## src/hw/rtl/gcmc_pkg.sv

```systemverilog
`default_nettype none

package gcmc_pkg;

    // Command codes
    localparam logic [3:0] OP_MOVE      = 4'd0;
    localparam logic [3:0] OP_RETRACT   = 4'd1;
    localparam logic [3:0] OP_UNRETRACT = 4'd2;
    localparam logic [3:0] OP_ABS       = 4'd3;
    localparam logic [3:0] OP_REL       = 4'd4;
    localparam logic [3:0] OP_SETPOS    = 4'd5;
    localparam logic [3:0] OP_E_ABS     = 4'd6;
    localparam logic [3:0] OP_E_REL     = 4'd7;
    localparam logic [3:0] OP_TOOL      = 4'd8;
    localparam logic [3:0] OP_ROLE      = 4'd9;
    localparam logic [3:0] OP_VOLUME    = 4'd10;
    localparam logic [3:0] OP_WIDTH     = 4'd11;
    localparam logic [3:0] OP_HEIGHT    = 4'd12;

    // Move types
    localparam logic [2:0] MT_TRAVEL    = 3'd0;
    localparam logic [2:0] MT_RETRACT   = 3'd1;
    localparam logic [2:0] MT_UNRETRACT = 3'd2;
    localparam logic [2:0] MT_EXTRUDE   = 3'd3;
    localparam logic [2:0] MT_TOOL      = 3'd4;

    // Axis indexes and presence bits
    localparam int AXIS_X = 0;
    localparam int AXIS_Y = 1;
    localparam int AXIS_Z = 2;
    localparam int AXIS_E = 3;
    localparam int AXIS_COUNT = 4;
    localparam int PRESENT_F = 4;

    // Bounds of the extrusion roles that print: from FIRST_PRINT up to, not including, MIXED
    localparam logic [3:0] ROLE_FIRST_PRINT = 4'd1;
    localparam logic [3:0] ROLE_MIXED       = 4'd12;

    // Reciprocals: x/5 = (x * SCALE_RECIP) >> 34, y/15 = (y * FEED_RECIP) >> 35
    localparam logic [31:0] SCALE_RECIP = 32'hCCCC_CCCD;
    localparam logic [31:0] FEED_RECIP  = 32'h8888_8889;
    localparam logic [31:0] FEED_ROUND  = 32'd30;

    localparam logic [31:0] SAT_MAX = 32'h7FFF_FFFF;
    localparam logic [31:0] SAT_MIN = 32'h8000_0000;

    typedef struct packed {
        logic [3:0]         op;
        logic [4:0]         axis_present;
        logic signed [31:0] x_word;
        logic signed [31:0] y_word;
        logic signed [31:0] z_word;
        logic signed [31:0] e_word;
        logic [30:0]        f_word;
        logic signed [31:0] argument;
    } cmd_t;

    typedef struct packed {
        logic [2:0]         motion_kind;
        logic               beat_last;
        logic signed [31:0] point_x;
        logic signed [31:0] point_y;
        logic signed [31:0] point_z;
        logic signed [31:0] extrude_delta;
        logic [30:0]        feed_rate;
        logic [7:0]         tool_number;
        logic [3:0]         role_code;
        logic signed [31:0] line_width;
        logic signed [31:0] line_height;
        logic signed [31:0] volume_per_length;
    } beat_t;

    // Inch scaling of a remainder r in 0..4: floor((254*r + 5) / 10)
    function automatic logic [6:0] scale_frac(input logic [2:0] rem);
        logic [6:0] val;
        unique case (rem)
            3'd0:    val = 7'd0;
            3'd1:    val = 7'd25;
            3'd2:    val = 7'd51;
            3'd3:    val = 7'd76;
            3'd4:    val = 7'd102;
            default: val = 7'd0;
        endcase
        return val;
    endfunction

endpackage

`default_nettype wire

```

## src/hw/rtl/gcmc_len_scale.sv

```systemverilog
`default_nettype none

// Two-stage inch-to-millimeter scaler: word*25.4, rounded half away from zero,
// saturated to 32-bit signed. Passes the word through when inch mode is off.
module gcmc_len_scale (
    input  wire logic               clk,
    input  wire logic               load_b,
    input  wire logic               load_c,
    input  wire logic               inch,
    input  wire logic signed [31:0] word,
    output logic signed [31:0]      scaled
);

    logic [31:0]        mag;
    logic [63:0]        prod;
    logic               neg_b_reg;
    logic [2:0]         mag_b_reg;
    logic [28:0]        quo_b_reg;
    logic signed [31:0] word_b_reg;
    logic [2:0]         rem;
    logic [35:0]        q_mag;
    logic [31:0]        sat_val;
    logic signed [31:0] scaled_c_reg;

    // Split magnitude into quotient and remainder by 5
    assign mag  = word[31] ? (~word + 32'd1) : word;
    assign prod = {32'b0, mag} * {32'b0, gcmc_pkg::SCALE_RECIP};

    always_ff @(posedge clk)
    begin
        if (load_b)
        begin
            neg_b_reg  <= word[31];
            mag_b_reg  <= mag[2:0];
            quo_b_reg  <= prod[62:34];
            word_b_reg <= word;
        end
    end

    // 254*(5p + r)/10 = 127p + frac(r); only the low bits of mag - 5p are needed
    assign rem   = mag_b_reg - (quo_b_reg[2:0] + {quo_b_reg[0], 2'b00});
    assign q_mag = {quo_b_reg, 7'b0} - {7'b0, quo_b_reg}
                 + {29'b0, gcmc_pkg::scale_frac(rem)};

    // Restore sign and saturate
    always_comb
    begin
        if (!neg_b_reg)
            sat_val = (q_mag > {4'b0, gcmc_pkg::SAT_MAX}) ? gcmc_pkg::SAT_MAX
                                                          : q_mag[31:0];
        else
            sat_val = (q_mag > {4'b0, gcmc_pkg::SAT_MIN}) ? gcmc_pkg::SAT_MIN
                                                          : (~q_mag[31:0] + 32'd1);
    end

    always_ff @(posedge clk)
    begin
        if (load_c)
            scaled_c_reg <= inch ? sat_val : word_b_reg;
    end

    assign scaled = scaled_c_reg;

endmodule

`default_nettype wire

```

## config.mk

```make
export PLATFORM = sky130hd
export DESIGN_NAME = gcmc_len_scale
export DESIGN_NICKNAME = d
export VERILOG_FILES = /design/src/hw/rtl/gcmc_pkg.sv /design/src/hw/rtl/gcmc_len_scale.sv
export SDC_FILE = /design/constraint.sdc
export NUM_CORES = 1
export LEC_CHECK = 0
export BUFFER_PORTS_ARGS = -buffer_cell sky130_fd_sc_hd__buf_2
export CAP_MARGIN = 20
export CORE_MARGIN = 2
export CORE_UTILIZATION = 60
export DETAILED_ROUTE_END_ITERATION = 10
export PLACE_DENSITY = 0.77
export SLEW_MARGIN = 10
export SYNTH_ARGS = -nofsm -noshare
export SYNTH_HDL_FRONTEND = slang
export SYNTH_SLANG_ARGS = --single-unit
export TNS_END_PERCENT = 1
```

## constraint.sdc

```tcl
create_clock -name clk -period 16.73 [get_ports clk]
set_input_delay 0 -clock clk [delete_from_list [all_inputs] [get_ports clk]]
set_output_delay 0 -clock clk [all_outputs]
set_load 0.01 [all_outputs]
```

==> key figures <==
Setup path
  • CP startpoint: word[2]
  • Worst endpoint required time: 16.84 ns
  • Worst path bufs/invs: 6
  • Crit-path max FO: 6
  • Max stage delay cell, worst path: o21ai_0
  • Worst Path Arrival: 11.84 ns
  • Total stage count of the critical path: 35
  • Max stage delay on crit path: 0.81 ns
  • Crit start category: input port
  • CP Capture Type: register
  • FF-to-FF End: scaled[26]
  • FF-to-FF path depth: 24
  • Setup CP Type: input port to register
  • R2R Setup Slk: 9.93 ns
  • Worst setup endpoint: quo_b_reg[22]
  • Most used cell, CP: fa_1
  • CP delay by family, top: adder cells
  • Reg2reg start: quo_b_reg[0]

Route
  • Starting DRT DRC Count: 1559
  • Aggregate routed wire length: 70780 um
  • Avg WL per Cell: 23.71 um
  • Routed Antenna Nets: 0
  • TritonRoute pass-1 iters: 5
  • Vias: 17.80k
  • Vias per std cell: 5.962
  • Residual DRC: 0

Logic synthesis
  • Synth warnings: 0
  • Number of synthesized flops with an enable pin: 95
  • Post-synthesis net count: 3197
  • Synth Flop Type: edfxtp_1
  • Distinct cell type count after synthesis: 98
  • Synthesis-stage register bit count: 95
  • Cell Area, Synth: 23670 um2
  • Register area share after synthesis: 0.1205
  • Asr flop ratio synth: 0
  • Mapped Cells: 2391
  • Syn avg cell area: 9.901 um2

Placed design
  • Final HPWL DP: 62240 um
  • GP Congestion: 1.008
  • PortBufs: 67

Floorplanning
  • Cell row count: 72
  • CORE AREA: 38830 um2
  • Die area: 41060 um2
  • Initial Util: 0.6097
  • Die width: 202.6 um
  • Chip height: 202.6 um
  • # IOs: 68

Timing
  • # setup viols final: 0
  • Hold Vio Cnt, Final: 0
  • Final Cycle Share: 0.7012
  • Setup TNS: 0 ns
  • Min Hold Slack: 0.02049 ns
  • Tightest Pin Transition: 1.145 ns
  • Slew Limit Headroom: 0.2285
  • Clk_skew: 0.01463 ns
  • Period minus WS final: 11.73 ns
  • Unrepaired setup endpoints after global routing: false
  • Max-slew violation count: 0
  • Fmax: 85.24 MHz

Clock tree
  • CTS buffer count: 9
  • H-tree depth: 3
  • Clk buf depth: 2
  • CTS clk-pin slew, worst paths: 0.08 ns
  • TritonCTS clock tree: done
  • Setup Buffers After CTS: 0
  • Root Driver: clkbuf_16
  • Worst skew pair latency: 0.36 ns
  • Clk sink count: 95
  • CTS resizes: 0

Outcome
  • Status: finished clean

Job
  • Maxcap violations: 0

Cells and area
  • Share of cells above drive strength 1: 0.05641
  • Final nets: 3265
  • Synth-to-layout area growth: 5.946%
  • Max reg flops: 32

GRT
  • GR Overflow Total: 0
  • Total Routing Usage GR: 0.3611
  • First-pass GRT wire length: 110600 um
  • Vias in the first global route: 18.70k
  • Initial antenna violation count: 5
  • Largest net degree at the start of global routing: 64

Min path
  • Hold WC Path Type: input port to register
  • Min-Delay Startpoint: word[29]
-- kinds of logic (layout without fill, tap and decap cells) --
group | after synthesis | in the layout | share of synthesized area
other | 0 | 3 | 0
muxes | 7 | 7 | 0.003118
xor gates and xnor gates | 112 | 112 | 0.04175
adders and majority gates | 770 | 770 | 0.5357
AOI/OAI and AO/OA | 345 | 345 | 0.1034
DFF | 95 | 95 | 0.1205
and+or+nand+nor | 417 | 417 | 0.09164
buffers and inverters | 645 | 718 | 0.1039
-- worst min path at each step --
stage,end,slack (ns),cells after the start
2_1_floorplan,mag_b_reg[0],0.1,0
3_3_place_gp,word_b_reg[1],0.21,1
3_5_place_dp,word_b_reg[1],0.22,1
4_1_cts,word_b_reg[29],0.0004,1
5_1_grt,word_b_reg[29],0.0009,1
6_report,word_b_reg[29],0.02,1
-- per-layer routing --
layer | track usage | routed length [um] | part of all wire
met1 | 0.5148 | 30030 | 0.42
met2 | 0.5602 | 31680 | 0.45
met3 | 0.06613 | 6494 | 0.092
met4 | 0.1212 | 2550 | 0.036
met5 | 0 | 24 | 0.00034
-- what timing repair did --
action                                  CTS  global route
endpoints found under the hold margin    23             0
hold buffers                             23             0
endpoints found under the setup margin    0             0
-- Yosys cell counts (6+ instances only) --
library cell	number	area, um2
a211o_1	6	52.55
o211ai_1	19	142.6
o21bai_1	10	75.07
nor2b_1	11	68.82
nor3_1	19	95.09
o31ai_1	16	120.1
nand3_1	38	190.2
nor4_1	10	62.56
or3_1	17	106.4
o21ai_1	6	30.03
xnor2_1	75	656.9
clkbuf_1	29	108.9
a21oi_1	73	365.4
o2111ai_1	8	70.07
o41ai_1	6	52.55
inv_1	602	2260
nand2_1	100	375.4
or4_1	11	82.58
nand2b_1	18	112.6
edfxtp_1	95	2853
and2_1	14	87.58
o21ai_0	53	265.3
a31oi_1	9	56.30
o21a_1	20	150.1
fa_1	406	8128
o32a_1	8	80.08
nor2_1	110	412.9
ha_1	364	4554
a211oi_1	11	82.58
xor2_1	36	315.3
a21o_1	32	240.2
buf_2	8	40.04
a221oi_1	7	61.31
nand4_1	24	150.1
-- cells in the final DEF, fill, tap and decap left out, types with 14 or more instances in the layout --
cell,count
inv_1,602
fa_1,406
ha_1,364
nor2_1,110
nand2_1,100
edfxtp_1,95
xnor2_1,75
a21oi_1,73
buf_2,67
o21ai_0,52
nand3_1,38
xor2_1,36
a21o_1,32
nand4_1,24
dlygate4sd3_1,23
o21a_1,20
nor3_1,19
o211ai_1,19
nand2b_1,18
or3_1,17
o31ai_1,16
and2_1,14
-- per-stage QoR --
stage                     utilization  cells  setup WS (ns)  cell area, um2
after CTS                      0.6458   2982          5.050           25070
after detailed placement       0.6320   2943          5.332           24540
after global routing           0.6458   2983          4.448           25080
after floorplan                     -   2391          7.487           23670
after global placement         0.6320   2943          5.358           24540
final                          0.6460   2985          4.999           25080
-- cell type report --
cell class,count,area [um2]
clock buffer,9,225.2
timing repair buffer,99,633.1
clock inverter,7,81.33
tap,518,648.1
fill,3170,13750
antenna,3,7.507
multi-input combinational,1651,18370
inverter,603,2263
sequential,95,2853
Power is left out: the tool's default activity adds up to more than one toggle a clock period on the data nets, which glitch-free logic cannot reach.
